### src/bep_pkg.sv
package bep_pkg;

  // Beat layouts on the two stream sides, packed from bit 0 upward.
  localparam int unsigned InDataWidth  = 104;
  localparam int unsigned OutDataWidth = 40;
  localparam int unsigned CfgIdxWidth  = 3;
  localparam int unsigned CfgDataWidth = 24;

  // Fixed amplitude windows of the two scintillators.
  localparam logic [12:0] AmpSecondMin = 13'd2600;
  localparam logic [12:0] AmpSecondMax = 13'd4300;
  localparam logic [12:0] AmpFirstMin  = 13'd2000;
  localparam logic [12:0] AmpFirstMax  = 13'd4000;

  // Geometry in 1/64 mm: half the wire pitch and the rounded far-plane offsets.
  localparam logic signed [14:0] PitchHalf  = 15'sd40;
  localparam logic signed [14:0] FarXOffset = 15'sd7;
  localparam logic signed [14:0] FarYOffset = 15'sd34;
  localparam logic signed [7:0]  WireCentre = 8'sd33;

  // Round-half-up constant for the Q2.14 product.
  localparam logic signed [32:0] RoundHalf = 33'sd8192;
  localparam int unsigned        RatioFrac = 14;

  localparam logic signed [19:0] Sat16Max = 20'sd32767;
  localparam logic signed [19:0] Sat16Min = -20'sd32768;

  typedef enum logic [1:0] {
    REASON_PASS    = 2'd0,
    REASON_TOF     = 2'd1,
    REASON_CHAMBER = 2'd2,
    REASON_TARGET  = 2'd3
  } reason_e;

  typedef enum logic [CfgIdxWidth-1:0] {
    REG_TOF_DIFF_LOW      = 3'd0,
    REG_TOF_DIFF_HIGH     = 3'd1,
    REG_CHAMBER_DELAY_LOW = 3'd2,
    REG_CHAMBER_DELAY_HI  = 3'd3,
    REG_TARGET_CENTRE_X   = 3'd4,
    REG_TARGET_CENTRE_Y   = 3'd5,
    REG_RADIUS_SQUARED    = 3'd6,
    REG_EXTRAP_RATIO      = 3'd7
  } reg_idx_e;

  // Payload carried from the window checks into the projection stages.
  typedef struct packed {
    reason_e            reason;
    logic signed [14:0] x_near;
    logic signed [14:0] x_diff;
    logic signed [14:0] y_near;
    logic signed [14:0] y_diff;
  } geom_t;

  typedef struct packed {
    reason_e            reason;
    logic signed [14:0] x_near;
    logic signed [14:0] y_near;
    logic signed [31:0] x_prod;
    logic signed [31:0] y_prod;
  } prod_t;

  typedef struct packed {
    reason_e            reason;
    logic signed [15:0] target_x;
    logic signed [15:0] target_y;
  } proj_t;

  typedef struct packed {
    reason_e            reason;
    logic signed [15:0] target_x;
    logic signed [15:0] target_y;
    logic [31:0]        dx_sq;
    logic [31:0]        dy_sq;
  } dist_t;

endpackage

### src/beam_event_prefilter_unit.sv
// Channel  | Direction | Signals                          | Contents
// ---------+-----------+----------------------------------+---------------------------------
// s_axis   | in        | tvalid, tready, tdata[103:0]     | one beam event per beat
// m_axis   | out       | tvalid, tready, tdata[39:0]      | one verdict per event
// cfg      | in        | valid, ready, index[2:0], data   | register writes, always ready
//
// The block is a five-stage pipeline: window checks and wire positions, the two
// Q2.14 multiplies, rounding with saturation, the two squares, and the radius
// compare. A new event is taken in every cycle while the output is not stalled.
// A stalled output freezes every stage together, so nothing is lost or repeated,
// while the output register still lets a new event enter once its beat is taken.
// Reset (rst_ni low, asynchronous) empties the pipeline and loads the register
// defaults; there is no clearing pass.
module beam_event_prefilter_unit (
  input  logic                                clk_i,
  input  logic                                rst_ni,
  // tdata, lowest bit up: amp_second[12:0], time_second[28:13], amp_first[41:29],
  // time_first[57:42], chamber_time[73:58], wire_x_near[79:74], wire_x_far[85:80],
  // wire_y_near[91:86], wire_y_far[97:92], zero fill[103:98].
  input  logic                                s_axis_tvalid_i,
  output logic                                s_axis_tready_o,
  input  logic [bep_pkg::InDataWidth-1:0]     s_axis_tdata_i,
  // tdata, lowest bit up: accepted[0], reject_reason[2:1], target_x[18:3],
  // target_y[34:19], zero fill[39:35].
  output logic                                m_axis_tvalid_o,
  input  logic                                m_axis_tready_i,
  output logic [bep_pkg::OutDataWidth-1:0]    m_axis_tdata_o,
  input  logic                                cfg_valid_i,
  output logic                                cfg_ready_o,
  input  logic [bep_pkg::CfgIdxWidth-1:0]     cfg_index_i,
  input  logic [bep_pkg::CfgDataWidth-1:0]    cfg_data_i
);
  import bep_pkg::*;

  // Configuration registers.
  logic signed [15:0] tof_lo_q, tof_hi_q, dly_lo_q, dly_hi_q;
  logic signed [15:0] centre_x_q, centre_y_q;
  logic [23:0]        radius_sq_q;
  logic [15:0]        ratio_q;

  // Pipeline valid bits and payload registers.
  logic v1_q, v2_q, v3_q, v4_q, v5_q;
  geom_t s1_d, s1_q;
  prod_t s2_d, s2_q;
  proj_t s3_d, s3_q;
  dist_t s4_d, s4_q;
  logic  acc5_d, acc5_q;
  reason_e reason5_d, reason5_q;
  logic signed [15:0] tx5_q, ty5_q;

  // The whole pipeline advances together whenever the output beat is free or taken.
  logic pipe_en;
  assign pipe_en         = !v5_q || m_axis_tready_i;
  assign s_axis_tready_o = pipe_en;
  assign cfg_ready_o     = 1'b1;

  always_ff @(posedge clk_i or negedge rst_ni) begin
    if (!rst_ni) begin
      tof_lo_q    <= 16'sd103;
      tof_hi_q    <= 16'sd115;
      dly_lo_q    <= 16'sd65;
      dly_hi_q    <= 16'sd95;
      centre_x_q  <= -16'sd64;
      centre_y_q  <= 16'sd141;
      radius_sq_q <= 24'd262144;
      ratio_q     <= 16'd24501;
    end else if (cfg_valid_i) begin
      unique case (cfg_index_i)
        REG_TOF_DIFF_LOW:      tof_lo_q    <= cfg_data_i[15:0];
        REG_TOF_DIFF_HIGH:     tof_hi_q    <= cfg_data_i[15:0];
        REG_CHAMBER_DELAY_LOW: dly_lo_q    <= cfg_data_i[15:0];
        REG_CHAMBER_DELAY_HI:  dly_hi_q    <= cfg_data_i[15:0];
        REG_TARGET_CENTRE_X:   centre_x_q  <= cfg_data_i[15:0];
        REG_TARGET_CENTRE_Y:   centre_y_q  <= cfg_data_i[15:0];
        REG_RADIUS_SQUARED:    radius_sq_q <= cfg_data_i;
        REG_EXTRAP_RATIO:      ratio_q     <= cfg_data_i[15:0];
        default:               ;
      endcase
    end
  end

  // Stage 1: unpack, window checks and wire positions.
  logic [12:0] amp2, amp1;
  logic [15:0] t2, t1, tc;
  logic [5:0]  w_xn, w_xf, w_yn, w_yf;
  logic signed [16:0] tof_diff, delay;
  logic signed [7:0]  u_xn, u_xf, u_yn, u_yf;
  logic signed [14:0] p_xn, p_xf, p_yn, p_yf;
  logic tof_bad, dly_bad;

  always_comb begin
    amp2 = s_axis_tdata_i[12:0];
    t2   = s_axis_tdata_i[28:13];
    amp1 = s_axis_tdata_i[41:29];
    t1   = s_axis_tdata_i[57:42];
    tc   = s_axis_tdata_i[73:58];
    w_xn = s_axis_tdata_i[79:74];
    w_xf = s_axis_tdata_i[85:80];
    w_yn = s_axis_tdata_i[91:86];
    w_yf = s_axis_tdata_i[97:92];

    tof_diff = $signed({1'b0, t2}) - $signed({1'b0, t1});
    delay    = $signed({1'b0, tc}) - $signed({1'b0, t2});

    tof_bad = (amp2 < AmpSecondMin) || (amp2 > AmpSecondMax) ||
              (amp1 < AmpFirstMin) || (amp1 > AmpFirstMax) ||
              (tof_diff < $signed({tof_lo_q[15], tof_lo_q})) ||
              (tof_diff > $signed({tof_hi_q[15], tof_hi_q}));
    dly_bad = (delay < $signed({dly_lo_q[15], dly_lo_q})) ||
              (delay > $signed({dly_hi_q[15], dly_hi_q}));

    // Wire number to signed half-pitch count: 2*wire - 33.
    u_xn = $signed({1'b0, w_xn, 1'b0}) - WireCentre;
    u_xf = $signed({1'b0, w_xf, 1'b0}) - WireCentre;
    u_yn = $signed({1'b0, w_yn, 1'b0}) - WireCentre;
    u_yf = $signed({1'b0, w_yf, 1'b0}) - WireCentre;

    // The x planes count wires in the opposite sense to the y planes.
    p_xn = -(PitchHalf * $signed({{7{u_xn[7]}}, u_xn}));
    p_xf = FarXOffset - (PitchHalf * $signed({{7{u_xf[7]}}, u_xf}));
    p_yn = PitchHalf * $signed({{7{u_yn[7]}}, u_yn});
    p_yf = FarYOffset + (PitchHalf * $signed({{7{u_yf[7]}}, u_yf}));

    if (tof_bad) begin
      s1_d.reason = REASON_TOF;
    end else if (dly_bad) begin
      s1_d.reason = REASON_CHAMBER;
    end else begin
      s1_d.reason = REASON_PASS;
    end
    s1_d.x_near = p_xn;
    s1_d.x_diff = p_xf - p_xn;
    s1_d.y_near = p_yn;
    s1_d.y_diff = p_yf - p_yn;
  end

  // Stage 2: plane difference times the Q2.14 ratio.
  logic signed [16:0] ratio_s;
  always_comb begin
    ratio_s     = $signed({1'b0, ratio_q});
    s2_d.reason = s1_q.reason;
    s2_d.x_near = s1_q.x_near;
    s2_d.y_near = s1_q.y_near;
    s2_d.x_prod = 32'(s1_q.x_diff * ratio_s);
    s2_d.y_prod = 32'(s1_q.y_diff * ratio_s);
  end

  // Stage 3: round half up, add the near position, saturate to 16 bits.
  logic signed [32:0] x_rnd, y_rnd;
  logic signed [19:0] x_sum, y_sum;
  logic signed [15:0] x_sat, y_sat;
  always_comb begin
    x_rnd = $signed({s2_q.x_prod[31], s2_q.x_prod}) + RoundHalf;
    y_rnd = $signed({s2_q.y_prod[31], s2_q.y_prod}) + RoundHalf;
    x_sum = $signed({x_rnd[32], x_rnd[32:RatioFrac]}) +
            $signed({{5{s2_q.x_near[14]}}, s2_q.x_near});
    y_sum = $signed({y_rnd[32], y_rnd[32:RatioFrac]}) +
            $signed({{5{s2_q.y_near[14]}}, s2_q.y_near});

    if (x_sum > Sat16Max) begin
      x_sat = 16'sh7fff;
    end else if (x_sum < Sat16Min) begin
      x_sat = -16'sh8000;
    end else begin
      x_sat = x_sum[15:0];
    end
    if (y_sum > Sat16Max) begin
      y_sat = 16'sh7fff;
    end else if (y_sum < Sat16Min) begin
      y_sat = -16'sh8000;
    end else begin
      y_sat = y_sum[15:0];
    end

    // Events rejected by the window checks report a zero position.
    s3_d.reason   = s2_q.reason;
    s3_d.target_x = (s2_q.reason == REASON_PASS) ? x_sat : 16'sd0;
    s3_d.target_y = (s2_q.reason == REASON_PASS) ? y_sat : 16'sd0;
  end

  // Stage 4: offsets from the target centre, squared.
  logic signed [16:0] dx, dy;
  logic signed [33:0] dx_prod, dy_prod;
  always_comb begin
    dx      = $signed({s3_q.target_x[15], s3_q.target_x}) -
              $signed({centre_x_q[15], centre_x_q});
    dy      = $signed({s3_q.target_y[15], s3_q.target_y}) -
              $signed({centre_y_q[15], centre_y_q});
    dx_prod = dx * dx;
    dy_prod = dy * dy;
    s4_d.reason   = s3_q.reason;
    s4_d.target_x = s3_q.target_x;
    s4_d.target_y = s3_q.target_y;
    s4_d.dx_sq    = dx_prod[31:0];
    s4_d.dy_sq    = dy_prod[31:0];
  end

  // Stage 5: radius compare and final verdict.
  logic [32:0] dist_sq;
  always_comb begin
    dist_sq = {1'b0, s4_q.dx_sq} + {1'b0, s4_q.dy_sq};
    if (s4_q.reason != REASON_PASS) begin
      reason5_d = s4_q.reason;
    end else if (dist_sq <= {9'd0, radius_sq_q}) begin
      reason5_d = REASON_PASS;
    end else begin
      reason5_d = REASON_TARGET;
    end
    acc5_d = (reason5_d == REASON_PASS);
  end

  always_ff @(posedge clk_i or negedge rst_ni) begin
    if (!rst_ni) begin
      v1_q <= 1'b0;
      v2_q <= 1'b0;
      v3_q <= 1'b0;
      v4_q <= 1'b0;
      v5_q <= 1'b0;
    end else if (pipe_en) begin
      v1_q <= s_axis_tvalid_i;
      v2_q <= v1_q;
      v3_q <= v2_q;
      v4_q <= v3_q;
      v5_q <= v4_q;
    end
  end

  always_ff @(posedge clk_i) begin
    if (pipe_en) begin
      s1_q      <= s1_d;
      s2_q      <= s2_d;
      s3_q      <= s3_d;
      s4_q      <= s4_d;
      acc5_q    <= acc5_d;
      reason5_q <= reason5_d;
      tx5_q     <= s4_q.target_x;
      ty5_q     <= s4_q.target_y;
    end
  end

  assign m_axis_tvalid_o = v5_q;
  assign m_axis_tdata_o  = {5'd0, ty5_q, tx5_q, reason5_q, acc5_q};

endmodule

### config.mk
export PLATFORM = sky130hd
export DESIGN_NAME = beam_event_prefilter_unit
export DESIGN_NICKNAME = d
export VERILOG_FILES = /design/src/bep_pkg.sv /design/src/beam_event_prefilter_unit.sv
export SDC_FILE = /design/constraint.sdc
export NUM_CORES = 2
export LEC_CHECK = 0
export BUFFER_PORTS_ARGS = -buffer_cell sky130_fd_sc_hd__buf_2
export CAP_MARGIN = 30
export CORE_ASPECT_RATIO = 1.2
export CORE_MARGIN = 8
export CORE_UTILIZATION = 35
export CTS_CLUSTER_DIAMETER = 150
export CTS_CLUSTER_SIZE = 30
export DETAILED_ROUTE_END_ITERATION = 7
export PLACE_DENSITY = 0.5
export SLEW_MARGIN = 30
export SYNTH_ARGS = -nofsm -noshare
export SYNTH_HDL_FRONTEND = slang
export SYNTH_SLANG_ARGS = --single-unit
### constraint.sdc
create_clock -name clk_i -period 10.3 [get_ports clk_i]
set_input_delay 0.515 -clock clk_i [delete_from_list [all_inputs] [get_ports clk_i]]
set_output_delay 0.515 -clock clk_i [all_outputs]
set_load 0.03 [all_outputs]
# Word level (Yosys, flattened, before mapping)
# Cells that the tools add are included.
[totals]
regBits = 460
[op_classes]
n_lt_le_gt_ge = 13
eq_ne = 7
bitwise_logic = 1
reduce_logical = 22
addsub = 18
n_mux = 7
multipliers = 8
[op_table]
columns = ["operator", "n"]
rows = [
  ["16-bit by 16-bit subtractor with 17-bit output", 4],
  ["32-bit by 15-bit adder with 33-bit output (second input constant)", 2],
  ["15-bit by 17-bit multiplier with 32-bit output", 2],
  ["17-bit by 17-bit multiplier with 32-bit output", 2],
  ["4-bit by 8-bit multiplier with 12-bit output (first input constant)", 4],
  ["19-bit by 15-bit adder with 20-bit output", 2],
  ["20-bit by 16-bit greater-than comparator with 1-bit output (second input constant)", 2],
  ["20-bit by 16-bit less-than comparator with 1-bit output (second input constant)", 2],
  ["17-bit by 16-bit greater-than comparator with 1-bit output", 2],
  ["17-bit by 16-bit less-than comparator with 1-bit output", 2],
  ["32-bit by 32-bit adder with 33-bit output", 1],
  ["33-bit by 24-bit <= comparator with 1-bit output", 1],
  ["16-bit two-way mux", 2],
  ["7-bit by 6-bit subtractor with 8-bit output (second input constant)", 4],
  ["15-bit two-way mux", 2],
  ["15-bit subtractor", 2],
  ["2-bit AND reduction", 8],
  ["7-bit by 15-bit adder with 15-bit output (first input constant)", 1],
  ["15-bit negation", 1],
  ["4-bit by 15-bit subtractor with 15-bit output (first input constant)", 1],
  ["13-bit by 12-bit greater-than comparator with 1-bit output (second input constant)", 1],
  ["13-bit greater-than comparator (second input constant)", 1],
  ["13-bit by 11-bit less-than comparator with 1-bit output (second input constant)", 1],
  ["13-bit by 12-bit less-than comparator with 1-bit output (second input constant)", 1],
  ["11 further kinds", 25],
]

# Logic depth before layout (Yosys ltp)
[logic_depth]
word_depth = 6
depth_mapped = 36
mapped_depth_nobuf = 36

# Worst setup path after synthesis
# No wires, ideal clock.
[synth_timing]
path_type = "register -> register"
startpoint = "register centre_y_q[2]"
endpoint = "register s4_q[30] (netlist name), data pin"
setup_slack_ns = 2.071
arrival_time_ns = 7.971
setup_time_ns = 0.258
stages_incl_launch_ff = 34
period_less_slack_ns = 8.229
required_ns = 10.042
cell_sequence = "dfstp_2 -> inv_1 -> ha_1 -> a21o_1 -> a21o_1 -> a31o_2 -> a311oi_2 -> nor3_1 -> or2_1 -> a21oi_1 -> clkbuf_1 -> nand2_1 -> fa_1 -> inv_1 -> fa_1 -> inv_1 -> fa_1 -> inv_1 -> fa_1 -> fa_1 -> inv_1 -> fa_1 -> inv_1 -> ha_1 -> a21o_1 -> a21o_1 -> a21o_1 -> a21oi_1 -> nand2_1 -> o221a_1 -> a221o_1 -> a41o_1 -> a21oi_1 -> xnor2_1"
[synth_between]
elab_chain_len = 2
[synth_lines]
columns = ["item", "line_no", "rtl"]
rows = [
  ["from (decl)", "beam_event_prefilter_unit.sv:37", "logic signed [15:0] centre_x_q, centre_y_q;"],
  ["from (signal assigned)", "beam_event_prefilter_unit.sv:74", "REG_TARGET_CENTRE_Y: centre_y_q <= cfg_data_i[15:0];"],
  ["16-bit by 16-bit subtractor with 17-bit output", "beam_event_prefilter_unit.sv:187", "dy = $signed({s3_q.target_y[15], s3_q.target_y}) -"],
  ["17-bit by 17-bit multiplier with 32-bit output", "beam_event_prefilter_unit.sv:190", "dy_prod = dy * dy;"],
  ["net dy_prod[30]", "beam_event_prefilter_unit.sv:183", "logic signed [33:0] dx_prod, dy_prod;"],
  ["to (signal assigned)", "beam_event_prefilter_unit.sv:233", "s4_q <= s4_d;"],
  ["to (decl)", "beam_event_prefilter_unit.sv:46", "dist_t s4_d, s4_q;"],
]
# The timed path passes the listed nets, and every way through them passes these cells.
# A chain may end at the register's enable or synchronous reset.

# Worst setup path after layout
# Same ends and word-level chain as after synthesis.

==> results.rst <==
.. list-table::
   :header-rows: 1

   * - Metric
     - Value
   * - ANT nets after route
     - 0
   * - Worst stage delay on the critical path
     - 0.54 ns
   * - Worst hold slack
     - 0.1365 ns
   * - Commonest non-fill, non-tap cells in the layout
     - 1240 x sky130_fd_sc_hd__inv_1, 829 x sky130_fd_sc_hd__fa_1, 695 x sky130_fd_sc_hd__ha_1, 505 x sky130_fd_sc_hd__nand2_1, 329 x sky130_fd_sc_hd__nor2_1
   * - TritonCTS clock tree
     - yes
   * - Clock latency reported for the late side of the worst-skew pair
     - 0.61 ns
   * - WL/cell
     - approximately 19 um
   * - Arrival time worst endpoint
     - 9.54 ns
   * - Via count
     - 38910
   * - Count of hold buffers inserted by post-cts repair
     - 1
   * - Max clock buf depth
     - 3
   * - Max Clock Skew
     - around 0.035 ns
   * - Kind of critical path
     - reg2reg
   * - H-tree levels
     - 1
   * - Transition at the pin with the smallest max-transition slack
     - 1.021 ns
   * - Number of sinks handled by clock tree synthesis
     - 414
   * - Highest clock rate
     - 0.1090 GHz
   * - Top fanout value on the critical path
     - 11
   * - CTS root buf
     - sky130_fd_sc_hd__clkbuf_16
   * - Maximum number of pins on one net before global-route repair
     - 86
   * - Total wirelength of the detailed-routed design
     - 149.5 mm
   * - Setup repair after global routing missed its margin
     - no
   * - Type of element launching the critical path
     - flip-flop
   * - Die Footprint
     - 175100 sq um
   * - Fin crit share
     - 89.11%
   * - Detailed placement HPWL
     - ~120 mm
   * - Critical Path Sink Type
     - flip-flop
   * - Effective utilization at floorplan
     - 35.04%
   * - Kind of cell adding the most delay to the critical path
     - adder cells
   * - DRC violations left
     - 0
   * - Global route overflow
     - 0
   * - Wire length of the first global-routing pass
     - 235.5 mm
   * - Number of synthesized flops with an enable pin
     - 273
   * - Via-to-Cell Ratio
     - 4.853
   * - Leading cell type in the layout, fill and taps excluded
     - sky130_fd_sc_hd__inv_1
   * - Async SR Flop Fraction
     - 34.06%
   * - Cell area after technology mapping
     - 56680 sq um
   * - Dominant register cell in the synthesized netlist
     - sky130_fd_sc_hd__edfxtp_1
   * - Count of nets after finishing
     - 7531
   * - Flop and latch count out of synthesis
     - 414
   * - Unique masters post-synth
     - around 90
   * - Clock input transition at the sequential cells of the worst setup and hold paths
     - approximately 0.12 ns
   * - Worst setup slack after layout
     - between 1 and 1.5 ns
   * - Number of ports placed on the die boundary
     - 179
   * - Path category of the worst min-delay check
     - in2reg
   * - Area of the core region
     - 161800 sq um
   * - Proportion of layout cells with a drive suffix above 1
     - 7.120%
   * - Endpoints failing setup
     - 0
   * - Sequential cell area fraction in the yosys report
     - 20.79%
   * - Global router's overall resource usage
     - 17.20%
   * - Port Buffers
     - ~170
   * - Drt first pass iters
     - 5
   * - Synth warnings
     - 0
   * - Tightest slew margin relative to the limit
     - between 30% and 40%
   * - Initial DRC Count
     - 1854
   * - Post-CTS setup buffer count
     - 0
   * - Time the worst path needs with I/O delays and setup
     - 9.178 ns
   * - Final estimated routing congestion in global placement
     - 0.8472
   * - Setup tns final
     - 0 ns
   * - Core Rows
     - approximately 160
   * - Antenna violations before repair
     - 15
   * - MaxCap Viol Count
     - 0
   * - Chip width
     - 383.4 um
   * - # resized after CTS
     - 0
   * - Count of endpoints failing hold in the final timing report
     - 0
   * - Pre-CTS setup slack
     - between 1 and 1.5 ns
   * - Bufs and invs on worst path
     - 7
   * - Post-Synthesis Cells
     - 5747
   * - Number of global-route vias before repair
     - 41800
   * - Mean post-synth cell area
     - approximately 9.9 sq um
   * - Outcome
     - complete, no violations
   * - Area delta synth->final
     - 7.483%
   * - Number of buffers created by CTS
     - 20
   * - CP max-delay cell
     - sky130_fd_sc_hd__dfstp_2
   * - WP data required
     - between 10 and 15 ns
   * - Final Max Tran Viols
     - 0
   * - Die extent in y
     - about 460 um
==> flip-flops by register name (all words and copies together) (netlist names), 24 cells and up <==
signal / cells
radius_sq_q: 24
s1_q: 46
s2_q: 62
s3_q: 34
s4_q: 96
==> worst reg2reg max path: cells and delay by family (launching register included) <==
| family | cells | cell delay (ns) |
|---|---|---|
| adder cells (fa/ha/maj) | 8 | 3.69 |
| AO/OA/AOI/OAI | 13 | 3.05 |
| AND/OR/NAND/NOR | 5 | 0.88 |
| buffers and inverters | 7 | 0.70 |
| flip-flops | 1 | 0.54 |
| XOR/XNOR | 1 | 0.08 |
==> final timing paths <==
kind	endpoint	cells past startpoint	slack, ns	from
worst min-delay path	radius_sq_q[22]	2	0.14	cfg_data_i[22]
worst min register to register	s2_q[94]	0	0.40	s1_q[60]
max in group asynchronous	ratio_q[3]	3	8.81	rst_ni
worst max register to register	s4_q[30]	34	1.12	centre_y_q[2]
worst max-delay path	s4_q[30]	34	1.12	centre_y_q[2]
min in group asynchronous	dly_lo_q[5]	2	0.34	rst_ni
==> final cells by class <==
class,count,area [sq um]
clock inverters,6,118.9
fillers,16350,100800
flip-flops and latches,414,11780
repair buffers,228,1336
diodes,1,2.502
well taps,2132,2668
clock buffers,30,573.1
multi-input cells,3957,39740
inverters,1250,4700
==> kinds of logic after synthesis <==
kind of cell    after synthesis  synth area share, %
buf+inv                    1380                9.203
compound gates              703                8.048
fa+ha+maj                  1524                44.62
mux                          81                1.609
other cells                   2              0.01325
flops                       414                20.79
xor+xnor                    311                4.806
simple gates               1332                10.91
==> layer usage <==
| metal | routed length, um | part of all wire [%] | vias to the layer above | GRT usage (%) |
|---|---|---|---|---|
| li1 | - | - | 18460 | - |
| met2 | 75120 | 50 | 639 | 30.69 |
| met4 | 3359 | 2.2 | 0 | 3.645 |
| met3 | 6807 | 4.6 | 141 | 2.280 |
| met1 | 64230 | 43 | 19680 | 22.22 |
| met5 | 0 | 0 | - | 0 |
==> synth_stat cells (all sizes together), types with 8 or more instances <==
cell type / n / area share, %
nand2: 505 / 3.3
o41ai: 9 / 0.14
dfstp: 44 / 2.0
and2: 192 / 2.1
a31o: 9 / 0.14
clkbuf: 116 / 0.77
ha: 695 / 15
xnor2: 211 / 3.3
o21a: 61 / 0.81
a211oi: 14 / 0.19
inv: 1245 / 8.2
and3: 21 / 0.23
nand2b: 43 / 0.47
nand4: 28 / 0.31
fa: 829 / 29
or3: 13 / 0.14
a21o: 96 / 1.3
a21boi: 8 / 0.11
mux2: 78 / 1.6
nor2b: 47 / 0.52
nand3: 47 / 0.42
nor4: 8 / 0.099
o211ai: 10 / 0.13
xor2: 100 / 1.5
edfxtp: 273 / 14
a21oi: 176 / 1.6
nor2: 329 / 2.2
buf: 14 / 0.15
o21bai: 28 / 0.37
a31oi: 19 / 0.24
o31ai: 15 / 0.21
dfrtp: 97 / 4.3
or2: 13 / 0.14
nor3b: 8 / 0.11
o21ai: 179 / 1.6
nor3: 56 / 0.49
==> metrics by stage <==
step	utilization (%)	std cells	instance area, sq um
detailed placement	37.21	7979	60190
CTS	37.65	8016	60890
finish	37.66	8018	60920
global placement	37.19	7976	60150
floorplan	-	5751	56700
global route	37.66	8017	60920
Power is left out: the tool's default activity adds up to more than one toggle a clock period on the data nets, which glitch-free logic cannot reach.
